==> config.mk <==
export PLATFORM = sky130hd
export DESIGN_NAME = visual_landing_velocity_controller
export DESIGN_NICKNAME = d
export VERILOG_FILES = /design/src/design/vlvc_pkg.sv /design/src/design/vlvc_serial_lane.sv /design/src/design/visual_landing_velocity_controller.sv
export SDC_FILE = /design/constraint.sdc
export NUM_CORES = 2
export LEC_CHECK = 0
export BUFFER_PORTS_ARGS = -buffer_cell sky130_fd_sc_hd__buf_2
export CAP_MARGIN = 10
export CORE_ASPECT_RATIO = 2
export CORE_MARGIN = 2
export CORE_UTILIZATION = 53
export CTS_CLUSTER_DIAMETER = 150
export CTS_CLUSTER_SIZE = 25
export DETAILED_ROUTE_END_ITERATION = 8
export PLACE_DENSITY_LB_ADDON = 0.15
export SLEW_MARGIN = 20
export SYNTH_ARGS = -nofsm -noshare
export SYNTH_HDL_FRONTEND = slang
export SYNTH_SLANG_ARGS = --single-unit
==> constraint.sdc <==
create_clock -name clk -period 13.05 [get_ports clk]
set_clock_uncertainty 0.1 [all_clocks]
set_input_delay 0.6525 -clock clk [delete_from_list [all_inputs] [get_ports clk]]
set_output_delay 0.6525 -clock clk [all_outputs]
set_load 0.05 [all_outputs]
==> src/design/vlvc_pkg.sv <==
package vlvc_pkg;

  // Item kinds carried on the input tuser
  typedef enum logic [1:0] {
    OP_ALT    = 2'd0,
    OP_MARKER = 2'd1,
    OP_TICK   = 2'd2,
    OP_NONE   = 2'd3
  } vlvc_op_t;

  // Configuration register indexes
  typedef enum logic [2:0] {
    REG_PROP_GAIN  = 3'd0,
    REG_DERIV_GAIN = 3'd1,
    REG_CENTRE_U   = 3'd2,
    REG_CENTRE_V   = 3'd3,
    REG_FOCAL_U    = 3'd4,
    REG_FOCAL_V    = 3'd5,
    REG_HOLD_ALT   = 3'd6,
    REG_LOST_LIMIT = 3'd7
  } vlvc_reg_t;

  // Serial lane widths
  localparam int MCAND_W  = 30;               // largest multiplicand: deriv_gain*15625
  localparam int MPLIER_W = 16;               // largest multiplier: |error delta|
  localparam int ACC_W    = MCAND_W + MPLIER_W;
  localparam int DEN_W    = 22;               // 4*dt_us
  localparam int QUOT_W   = 25;               // widest quotient before clipping
  localparam int DSH_W    = DEN_W + QUOT_W;
  localparam int QCNT_W   = $clog2(QUOT_W + 1);

  // Quotient widths of the two divisions
  localparam logic [QCNT_W-1:0] MK_QBITS = QCNT_W'(15);
  localparam logic [QCNT_W-1:0] D_QBITS  = QCNT_W'(QUOT_W);

  // Command into one serial lane
  typedef struct packed {
    logic                    start_mul;
    logic                    start_div;
    logic [MCAND_W-1:0]      mcand;
    logic [MPLIER_W-1:0]     mplier;
    logic [DEN_W-1:0]        den;
    logic [QCNT_W-1:0]       qbits;
  } vlvc_lane_cmd_t;

  // Status out of one serial lane
  typedef struct packed {
    logic                    busy;
    logic                    done;
    logic [ACC_W-1:0]        acc;
    logic [QUOT_W-1:0]       quot;
  } vlvc_lane_st_t;

endpackage

==> src/design/vlvc_serial_lane.sv <==
module vlvc_serial_lane import vlvc_pkg::*; (
  input  logic           clk,
  input  logic           rst,
  input  vlvc_lane_cmd_t cmd,
  output vlvc_lane_st_t  st
);

  typedef enum logic [1:0] {U_IDLE, U_MUL, U_DIV} ustate_t;

  ustate_t             ustate;
  logic [QCNT_W-1:0]   cnt;
  logic [ACC_W-1:0]    acc;
  logic [ACC_W-1:0]    mc;
  logic [MPLIER_W-1:0] mp;
  logic [DSH_W-1:0]    dsh;
  logic [QUOT_W-1:0]   quot;
  logic                done;
  logic                clip;

  logic [DSH_W-1:0]    den_top;
  logic [QUOT_W-1:0]   qmask;
  logic                rem_ge;

  // Divisor aligned to the top quotient bit, and the clip value
  assign den_top = DSH_W'(cmd.den) << cmd.qbits;
  assign qmask   = QUOT_W'(({{QUOT_W{1'b0}}, 1'b1} << cmd.qbits) - 1'b1);
  assign rem_ge  = DSH_W'(acc) >= dsh;

  // Shift-add multiply, one multiplier bit a cycle; restoring divide, one
  // quotient bit a cycle, remainder kept in the accumulator
  always_ff @(posedge clk) begin
    if (rst) begin
      ustate <= U_IDLE;
      cnt    <= '0;
      done   <= 1'b0;
    end else begin
      case (ustate)
        U_IDLE: begin
          done <= 1'b0;
          if (cmd.start_mul) begin
            acc    <= '0;
            mc     <= ACC_W'(cmd.mcand);
            mp     <= cmd.mplier;
            cnt    <= QCNT_W'(MPLIER_W);
            ustate <= U_MUL;
          end else if (cmd.start_div) begin
            // a quotient that would not fit is clipped to all ones; the divide still steps through every quotient bit
            clip   <= (DSH_W'(acc) >= den_top);
            dsh    <= den_top >> 1;
            quot   <= '0;
            cnt    <= cmd.qbits;
            ustate <= U_DIV;
          end
        end
        U_MUL: begin
          if (mp[0]) begin
            acc <= acc + mc;
          end
          mc   <= mc << 1;
          mp   <= mp >> 1;
          cnt  <= cnt - 1'b1;
          done <= (cnt == QCNT_W'(1));
          if (cnt == QCNT_W'(1)) begin
            ustate <= U_IDLE;
          end
        end
        U_DIV: begin
          if (clip) begin
            quot <= qmask;
          end else if (rem_ge) begin
            acc  <= acc - ACC_W'(dsh);
            quot <= {quot[QUOT_W-2:0], 1'b1};
          end else begin
            quot <= {quot[QUOT_W-2:0], 1'b0};
          end
          dsh  <= dsh >> 1;
          cnt  <= cnt - 1'b1;
          done <= (cnt == QCNT_W'(1));
          if (cnt == QCNT_W'(1)) begin
            ustate <= U_IDLE;
          end
        end
        default: begin
          ustate <= U_IDLE;
          done   <= 1'b0;
        end
      endcase
    end
  end

  assign st.busy = (ustate != U_IDLE);
  assign st.done = done;
  assign st.acc  = acc;
  assign st.quot = quot;

endmodule

==> src/design/visual_landing_velocity_controller.sv <==
// Visual landing velocity controller.
// Input stream: s_tuser selects the item kind (altitude sample, marker pixel,
// control tick); s_tdata carries range, marker pixel, tick interval and the
// offboard flag. Every accepted input transaction yields exactly one output
// transaction: x/y/z velocity and the hold flag in m_tdata, m_tuser high
// only for a control tick.
// Configuration: cfg_we writes cfg_data into register cfg_idx;
// write only while no item is in flight.
// Sequencing: one item at a time. Altitude samples, lost markers, unused kinds
// and ticks while holding go from accept straight to S_DONE, which loads them
// into the output register. A found marker runs a serial multiply, then a serial
// divide by the focal length; a control tick runs two serial multiplies and a
// divide by four times the tick interval, in two lanes, x and y.
// The output register holds a result until m_tready; the next input is taken
// once the previous result has been loaded there, so a stalled receiver
// stops input once one further item waits in S_DONE.
// Reset (rst, synchronous) clears the sequencer, controller state and lanes,
// loads default calibration and drops m_tvalid.
module visual_landing_velocity_controller import vlvc_pkg::*; (
  input  logic        clk,
  input  logic        rst,
  input  logic        s_tvalid,
  output logic        s_tready,
  // range_mm[12:0], marker_u[22:13], marker_v[32:23], dt_us[52:33],
  // offboard[53], zero fill
  input  logic [55:0] s_tdata,
  // opcode[1:0]
  input  logic [1:0]  s_tuser,
  output logic        m_tvalid,
  input  logic        m_tready,
  // vel_x[12:0], vel_y[25:13], vel_z[33:26], holding[34], zero fill
  output logic [39:0] m_tdata,
  // cmd_valid[0]
  output logic        m_tuser,
  input  logic        cfg_we,
  input  logic [2:0]  cfg_idx,
  input  logic [15:0] cfg_data
);

  localparam int P_LSB = 16;
  localparam int P_W   = 24;
  localparam int SUM_W = 27;
  localparam int VEL_W = 13;
  localparam logic [12:0]        ALT_MIN_MM   = 13'd280;
  localparam logic [12:0]        LOW_ALT_MM   = 13'd1000;
  localparam logic [7:0]         LOST_MAX     = 8'd255;
  localparam logic signed [7:0]  DESCEND_MMPS = -8'sd100;
  localparam logic signed [SUM_W-1:0] VEL_MAX = SUM_W'(4000);

  typedef enum logic [2:0] {
    S_IDLE, S_MK_MUL, S_MK_DIV, S_TK_PMUL, S_TK_DMUL, S_TK_DDIV, S_DONE
  } state_t;

  // Configuration
  logic [15:0] prop_gain;
  logic [15:0] deriv_gain;
  logic [9:0]  centre_u;
  logic [9:0]  centre_v;
  logic [11:0] focal_u;
  logic [11:0] focal_v;
  logic [12:0] hold_alt;
  logic [7:0]  lost_limit;

  // Controller state
  state_t             state;
  logic               init_seen;
  logic               hold_flag;
  logic [12:0]        altitude;
  logic signed [15:0] error_x;
  logic signed [15:0] error_y;
  logic signed [15:0] prev_error_x;
  logic signed [15:0] prev_error_y;
  logic [7:0]         lost_count;

  // Per-item work registers
  logic                    neg_ax, neg_ay, neg_dx, neg_dy;
  logic [MPLIER_W-1:0]     dmag_x, dmag_y;
  logic [P_W-1:0]          p_x, p_y;
  logic [19:0]             dt_q;
  logic signed [VEL_W-1:0] res_vx, res_vy;
  logic signed [7:0]       res_vz;
  logic                    res_cmd;

  vlvc_lane_cmd_t cmd_x, cmd_y;
  vlvc_lane_st_t  st_x, st_y;
  logic           lane_done;

  // Input fields
  vlvc_op_t    in_op;
  logic [12:0] in_range;
  logic [9:0]  in_mu, in_mv;
  logic [19:0] in_dt;
  logic        in_offb;

  // Derived values
  logic               mk_valid;
  logic signed [10:0] du, dv;
  logic [9:0]         umag, vmag;
  logic [7:0]         lost_inc;
  logic [15:0]        ex_mag, ey_mag;
  logic signed [16:0] dx, dy;
  logic [15:0]        dx_mag, dy_mag;
  logic [14:0]        alt3;
  logic [18:0]        ex10, ey10;
  logic               descend;
  logic [24:0]        geff;
  logic [29:0]        dg_k;
  logic [19:0]        dt_nz;
  logic [DEN_W-1:0]   dt_den;
  logic [DEN_W-1:0]   fu_den, fv_den;
  logic [14:0]        qx, qy;

  assign in_op    = vlvc_op_t'(s_tuser);
  assign in_range = s_tdata[12:0];
  assign in_mu    = s_tdata[22:13];
  assign in_mv    = s_tdata[32:23];
  assign in_dt    = s_tdata[52:33];
  assign in_offb  = s_tdata[53];

  assign s_tready  = (state == S_IDLE);
  assign lane_done = st_x.done;

  // Marker pixel offsets from the principal point
  always_comb begin
    mk_valid = (in_mu != '0) && (in_mv != '0);
    du       = $signed({1'b0, in_mu}) - $signed({1'b0, centre_u});
    dv       = $signed({1'b0, in_mv}) - $signed({1'b0, centre_v});
    umag     = du[10] ? 10'(-du) : du[9:0];
    vmag     = dv[10] ? 10'(-dv) : dv[9:0];
    lost_inc = (lost_count == LOST_MAX) ? LOST_MAX : lost_count + 1'b1;
    fu_den   = DEN_W'((focal_u == '0) ? 12'd1 : focal_u);
    fv_den   = DEN_W'((focal_v == '0) ? 12'd1 : focal_v);
    qx       = st_x.quot[14:0];
    qy       = st_y.quot[14:0];
  end

  // Tick operands: magnitudes, descend test, effective gains
  always_comb begin
    ex_mag  = error_x[15] ? 16'(-error_x) : 16'(error_x);
    ey_mag  = error_y[15] ? 16'(-error_y) : 16'(error_y);
    dx      = {error_x[15], error_x} - {prev_error_x[15], prev_error_x};
    dy      = {error_y[15], error_y} - {prev_error_y[15], prev_error_y};
    dx_mag  = dx[16] ? 16'(-dx) : dx[15:0];
    dy_mag  = dy[16] ? 16'(-dy) : dy[15:0];
    alt3    = 15'(altitude) + 15'({altitude, 1'b0});
    ex10    = 19'({ex_mag, 3'b000}) + 19'({ex_mag, 1'b0});
    ey10    = 19'({ey_mag, 3'b000}) + 19'({ey_mag, 1'b0});
    descend = (ex10 < 19'(alt3)) && (ey10 < 19'(alt3));
    // low altitude boost 333/256, else gain/256 lifted to the same scale
    if (altitude < LOW_ALT_MM) begin
      geff = 25'({prop_gain, 8'b0}) + 25'({prop_gain, 6'b0}) + 25'({prop_gain, 3'b0})
           + 25'({prop_gain, 2'b0}) + 25'(prop_gain);
    end else begin
      geff = 25'({prop_gain, 8'b0});
    end
    // 1e6/256 = 15625/4: numerator gain*15625, divisor 4*dt
    dg_k   = 30'({deriv_gain, 14'b0}) - 30'({deriv_gain, 9'b0}) - 30'({deriv_gain, 8'b0})
           + 30'({deriv_gain, 3'b0}) + 30'(deriv_gain);
    dt_nz  = (dt_q == '0) ? 20'd1 : dt_q;
    dt_den = {dt_nz, 2'b00};
  end

  // Signed P + D, saturated to the velocity limit
  function automatic logic signed [VEL_W-1:0] pd_sum(
    input logic [P_W-1:0]    p,
    input logic              neg_p,
    input logic [QUOT_W-1:0] d,
    input logic              neg_d
  );
    logic signed [SUM_W-1:0] sp;
    logic signed [SUM_W-1:0] sd;
    logic signed [SUM_W-1:0] s;
    sp = SUM_W'(p);
    sd = SUM_W'(d);
    if (neg_p) sp = -sp;
    if (neg_d) sd = -sd;
    s = sp + sd;
    if (s > VEL_MAX) s = VEL_MAX;
    else if (s < -VEL_MAX) s = -VEL_MAX;
    return VEL_W'(s);
  endfunction

  // Configuration writes
  always_ff @(posedge clk) begin
    if (rst) begin
      prop_gain  <= 16'd0;
      deriv_gain <= 16'd0;
      centre_u   <= 10'd319;
      centre_v   <= 10'd220;
      focal_u    <= 12'd487;
      focal_v    <= 12'd488;
      hold_alt   <= 13'd1800;
      lost_limit <= 8'd10;
    end else if (cfg_we) begin
      case (cfg_idx)
        REG_PROP_GAIN:  prop_gain  <= cfg_data;
        REG_DERIV_GAIN: deriv_gain <= cfg_data;
        REG_CENTRE_U:   centre_u   <= cfg_data[9:0];
        REG_CENTRE_V:   centre_v   <= cfg_data[9:0];
        REG_FOCAL_U:    focal_u    <= cfg_data[11:0];
        REG_FOCAL_V:    focal_v    <= cfg_data[11:0];
        REG_HOLD_ALT:   hold_alt   <= cfg_data[12:0];
        REG_LOST_LIMIT: lost_limit <= cfg_data[7:0];
        default: ;
      endcase
    end
  end

  // Sequencer, controller state and output register
  always_ff @(posedge clk) begin
    if (rst) begin
      state        <= S_IDLE;
      m_tvalid     <= 1'b0;
      cmd_x        <= '0;
      cmd_y        <= '0;
      init_seen    <= 1'b0;
      hold_flag    <= 1'b0;
      altitude     <= '0;
      error_x      <= '0;
      error_y      <= '0;
      prev_error_x <= '0;
      prev_error_y <= '0;
      lost_count   <= '0;
    end else begin
      if (m_tvalid && m_tready && (state != S_DONE)) begin
        m_tvalid <= 1'b0;
      end
      case (state)
        S_IDLE: begin
          if (s_tvalid) begin
            res_vx  <= '0;
            res_vy  <= '0;
            res_vz  <= (in_op == OP_TICK && !hold_flag && descend) ? DESCEND_MMPS : 8'sd0;
            res_cmd <= (in_op == OP_TICK);
            case (in_op)
              OP_ALT: begin
                if (in_range > ALT_MIN_MM) begin
                  if (!init_seen) init_seen <= 1'b1;
                  else            altitude  <= in_range;
                end
                state <= S_DONE;
              end
              OP_MARKER: begin
                if (mk_valid) begin
                  lost_count      <= '0;
                  neg_ax          <= du[10];
                  neg_ay          <= dv[10];
                  cmd_x.start_mul <= 1'b1;
                  cmd_x.mcand     <= MCAND_W'(altitude);
                  cmd_x.mplier    <= MPLIER_W'(umag);
                  cmd_y.start_mul <= 1'b1;
                  cmd_y.mcand     <= MCAND_W'(altitude);
                  cmd_y.mplier    <= MPLIER_W'(vmag);
                  state           <= S_MK_MUL;
                end else begin
                  // marker lost
                  if (in_offb && (lost_inc > lost_limit)) begin
                    if (altitude > hold_alt) begin
                      hold_flag <= 1'b1;
                    end else begin
                      error_x      <= '0;
                      error_y      <= '0;
                      prev_error_x <= '0;
                      prev_error_y <= '0;
                    end
                    lost_count <= '0;
                  end else begin
                    lost_count <= lost_inc;
                  end
                  state <= S_DONE;
                end
              end
              OP_TICK: begin
                if (hold_flag) begin
                  state <= S_DONE;
                end else begin
                  prev_error_x    <= error_x;
                  prev_error_y    <= error_y;
                  neg_ax          <= error_x[15];
                  neg_ay          <= error_y[15];
                  neg_dx          <= dx[16];
                  neg_dy          <= dy[16];
                  dmag_x          <= dx_mag;
                  dmag_y          <= dy_mag;
                  dt_q            <= in_dt;
                  cmd_x.start_mul <= 1'b1;
                  cmd_x.mcand     <= MCAND_W'(geff);
                  cmd_x.mplier    <= ex_mag;
                  cmd_y.start_mul <= 1'b1;
                  cmd_y.mcand     <= MCAND_W'(geff);
                  cmd_y.mplier    <= ey_mag;
                  state           <= S_TK_PMUL;
                end
              end
              default: state <= S_DONE;
            endcase
          end
        end
        // altitude*|offset| done, divide by focal length
        S_MK_MUL: begin
          if (lane_done) begin
            cmd_x.start_div <= 1'b1;
            cmd_x.den       <= fu_den;
            cmd_x.qbits     <= MK_QBITS;
            cmd_y.start_div <= 1'b1;
            cmd_y.den       <= fv_den;
            cmd_y.qbits     <= MK_QBITS;
            state           <= S_MK_DIV;
          end else begin
            cmd_x.start_mul <= 1'b0;
            cmd_y.start_mul <= 1'b0;
          end
        end
        // x error is negated image offset
        S_MK_DIV: begin
          if (lane_done) begin
            error_x <= neg_ax ? $signed({1'b0, qx}) : -$signed({1'b0, qx});
            error_y <= neg_ay ? -$signed({1'b0, qy}) : $signed({1'b0, qy});
            state   <= S_DONE;
          end else begin
            cmd_x.start_div <= 1'b0;
            cmd_y.start_div <= 1'b0;
          end
        end
        // P term ready, start derivative numerator
        S_TK_PMUL: begin
          if (lane_done) begin
            p_x             <= st_x.acc[P_LSB +: P_W];
            p_y             <= st_y.acc[P_LSB +: P_W];
            cmd_x.start_mul <= 1'b1;
            cmd_x.mcand     <= dg_k;
            cmd_x.mplier    <= dmag_x;
            cmd_y.start_mul <= 1'b1;
            cmd_y.mcand     <= dg_k;
            cmd_y.mplier    <= dmag_y;
            state           <= S_TK_DMUL;
          end else begin
            cmd_x.start_mul <= 1'b0;
            cmd_y.start_mul <= 1'b0;
          end
        end
        S_TK_DMUL: begin
          if (lane_done) begin
            cmd_x.start_div <= 1'b1;
            cmd_x.den       <= dt_den;
            cmd_x.qbits     <= D_QBITS;
            cmd_y.start_div <= 1'b1;
            cmd_y.den       <= dt_den;
            cmd_y.qbits     <= D_QBITS;
            state           <= S_TK_DDIV;
          end else begin
            cmd_x.start_mul <= 1'b0;
            cmd_y.start_mul <= 1'b0;
          end
        end
        S_TK_DDIV: begin
          if (lane_done) begin
            res_vx <= pd_sum(p_x, neg_ax, st_x.quot, neg_dx);
            res_vy <= pd_sum(p_y, neg_ay, st_y.quot, neg_dy);
            state  <= S_DONE;
          end else begin
            cmd_x.start_div <= 1'b0;
            cmd_y.start_div <= 1'b0;
          end
        end
        // load output register once it is free
        S_DONE: begin
          if (!m_tvalid || m_tready) begin
            m_tvalid <= 1'b1;
            m_tdata  <= {5'b0, hold_flag, res_vz, res_vy, res_vx};
            m_tuser  <= res_cmd;
            state    <= S_IDLE;
          end
        end
        default: state <= S_IDLE;
      endcase
    end
  end

  vlvc_serial_lane u_lane_x (
    .clk (clk),
    .rst (rst),
    .cmd (cmd_x),
    .st  (st_x)
  );

  vlvc_serial_lane u_lane_y (
    .clk (clk),
    .rst (rst),
    .cmd (cmd_y),
    .st  (st_y)
  );

`ifndef ASSERT_OFF
  a_lanes_lockstep: assert property (@(posedge clk) disable iff (rst)
    st_x.done == st_y.done)
    else $error("x and y lanes out of step");

  a_idle_lanes: assert property (@(posedge clk) disable iff (rst)
    s_tready |-> (!st_x.busy && !st_y.busy))
    else $error("input taken while a lane is busy");

  a_hold_sticky: assert property (@(posedge clk) disable iff (rst)
    hold_flag |=> hold_flag)
    else $error("hold flag cleared without reset");

  a_nontick_zero: assert property (@(posedge clk) disable iff (rst)
    (m_tvalid && !m_tuser) |-> (m_tdata[33:0] == '0))
    else $error("non-tick result carries velocity");
`endif

endmodule

==> metrics.txt <==
Required @ worst endpoint=roughly 13 ns; post-route clock period utilization=between 50 and 60%; DRC=0; largest family of logic cells by synthesized area=compound AO/OA/AOI/OAI gates; Final min period=between 7 and 8 ns; grt ovf=0; CP Cell Sequence=or3_1 -> or3_1 -> or2_2 -> nor3_1 -> xor2_1 -> nor2_1 -> a21oi_1 -> ha_1 -> and3_1 -> nand2_1 -> a2111oi_0 -> o22ai_1 -> o31ai_1 -> a21oi_1 -> o21ai_0 -> a31o_2 -> a21o_1 -> mux2i_1; Pwr per Cell Area=108 nW/µm²; vias in the first global route=51,100; Boundary Pins=~130; Post-synth EDFFs=521; Crit-path slowest cell=a2111oi_0; cell leakage power=around 26 nW; Multi-input gate area=about 38,000 µm²; Die Ht=between 400 and 500 µm; CTS H-tree depth=2; initial antenna violation count=6; WP buf/inv=0; Mapped Cells=a little under 7,000; critical path capture point type=flip-flop; Crit path max-delay family=compound AO/OA/AOI/OAI gates; post-synth top area cell=edfxtp_1; hpwl dp=approximately 160 mm; GR Util All Layers=33.4%; TritonRoute pass-1 iters=7; top_reg_cell synth=edfxtp_1; Core Util, Final=56.1%; post-CTS resize count=0; Avg Inst Size Synth=a little over 9 µm²; overall power=just under 7 mW; synth top area cells=edfxtp_1, ha_1, dfxtp_1; routability cong.=roughly 1; first-pass GRT wire length=between 300 and 400 mm; later-pin clock latency in the skew report=about 0.65 ns; Async SR Flop Fraction=0%; top cell type's share of synthesized area=about a quarter; most frequent cell after synthesis=nand2_1; Synth Register Bits=825; Core ar.=~120,000 µm²; Setup TNS=0 ns; CTS tree=done; DR vias=51,100; Starting Density=a little over half; Synth Cell Area=a little over 60,000 µm²; CP max FO=7; Yosys cell types=97; total wire length=roughly 200 mm; Slew HR=a little under a fifth; CTS Sinks=between 800 and 900; Avg WL per Cell=~24 µm; largest net degree at the start of global routing=between 100 and 150; RSZ-0062 raised after global routing=no; VDD IR max=roughly 110 µV; Final Setup Violations=0; Via density=just over 6; placed cell area=roughly 64,000 µm²; clk root buf=clkbuf_16; Seq/Total Area, Yosys=between 30% and 40%; DRT iter0 DRCs=approximately 3,400; kind of critical path=flip-flop to flip-flop; Layout area overhead=4.96%; DRT antenna net count=0; number of nets in the layout=7,423; CTS clk-pin slew, worst paths=0.12 ns; Worst EP arrival=between 7 and 8 ns; Post-Synth Simple-Gate Area=around 17%; die area=119,000 µm²; die width=245 µm; CTS Buf Count=38; Fin. Hold Viols=0; Synth Area in Adders=between 10% and 20%; Fillers=~10,000; Hold Buf Count CTS=0; CP startpoint kind=flip-flop; most frequent cells after synthesis=nand2_1, ha_1, nor2_1; Yosys warnings=0; max-slew violation count=0; mux cell area share after synthesis=under 10%; fin area=roughly 65,000 µm²; FF/Latch Area=around 22,000 µm²; # rows=about 180; actual slew at the worst max-slew pin=~1.2 ns; max_cap viols=0; Synth Area in Compound Gates=18.3%; fraction of layout instances using a drive strength above 1=under 10%; clock buffer depth=3; CP peak stage delay=0.98 ns; outcome=finished, final reports clean; Max Fclk=between 0.1 and 0.15 GHz; Synth Area in XOR/XNOR=6.87%; postcts setup bufs=0; PortBufs=113; Hold Crit Class=input port to flip-flop
## stage by stage
| stage | hold slack (ns) | std cells | setup slack, ns |
|---|---|---|---|
| 3_3_place_gp | 0.302 | 8125 | 6.40 |
| 2_1_floorplan | 0.300 | 6743 | 6.53 |
| 5_1_grt | 0.0959 | 8195 | 5.74 |
| 4_1_cts | 0.0808 | 8194 | 6.29 |
| 3_5_place_dp | 0.305 | 8125 | 6.32 |
| 6_report | 0.0993 | 8197 | 5.94 |
## cell families after synthesis
logic type,Yosys count
XOR/XNOR,482
adder cells (fa/ha/maj),689
buffers and inverters,653
multiplexers,217
flip-flops,825
other,2
AND/OR/NAND/NOR,2140
AO/OA/AOI/OAI,1727
## per-layer routing
| metal | wire, µm | part of all wire, % | up-vias | GRT usage [%] |
|---|---|---|---|---|
| met5 | 30 | 0.015 | - | 0 |
| met1 | 67500 | 34 | 24600 | 32.9 |
| met4 | 23000 | 12 | 4 | 31.6 |
| li1 | - | - | 24200 | - |
| met3 | 9490 | 4.7 | 700 | 4.24 |
| met2 | 100000 | 50 | 1606 | 59.6 |
## flip-flops by register name, summed over array words and instances (netlist names), 25 cells and up
signal	count
cmd_x	71
u_lane_x.acc	46
u_lane_x.dsh	46
u_lane_x.mc	46
u_lane_y.acc	46
u_lane_y.dsh	46
u_lane_y.mc	46
cmd_y	30
m_tdata	28
u_lane_x.quot	25
u_lane_y.quot	25
## cell type report
cell class	instances	area share, %
clock inverter	1	0.0136
timing repair buffer	172	1.59
clock buffer	68	1.68
sequential	825	33.6
inverter	350	2.04
tap	1513	2.93
antenna	3	0.0116
multi-input combinational	5265	58.1
## worst reg2reg max path, stage by stage, from the launching register on
cell and delay [ns]:
edfxtp_1 0.43, or3_1 0.42, or3_1 0.47, or2_2 0.35, nor3_1 0.19, xor2_1 0.63
nor2_1 0.27, a21oi_1 0.26, ha_1 0.26, and3_1 0.24, nand2_1 0.07, a2111oi_0 0.98
o22ai_1 0.28, o31ai_1 0.55, a21oi_1 0.21, o21ai_0 0.60, a31o_2 0.31, a21o_1 0.17
mux2i_1 0.20
## power by group
group          switching, mW  internal [mW]  leakage [nW]
Combinational           1.36          0.878          17.7
Clock                  0.880          0.575         0.519
Sequential             0.234           3.03          7.30
## final timing paths
| kind | from | to | slack, ns | cells after the start |
|---|---|---|---|---|
| max | u_lane_x.mc[1] | u_lane_x.acc[45] | 5.94 | 18 |
| min | s_tdata[46] | dt_q[13] | 0.1 | 1 |
| max reg2reg | u_lane_x.mc[1] | u_lane_x.acc[45] | 5.94 | 18 |
| min reg2reg | res_vy[9] | m_tdata[22] | 0.30 | 0 |
## layout by cell type (no fill, tap or decap), drive strengths merged, types with 163 or more instances in the layout
cell,netlist,routed
dfxtp,304,304
edfxtp,521,521
xnor2,317,317
buf,46,171
xor2,165,165
inv,347,347
a21oi,523,523
o21ai,292,292
nor2,538,538
nand2,645,645
nor3,163,163
ha,613,613
a21o,172,172
Note: power is estimated with default switching activity, not from simulation.
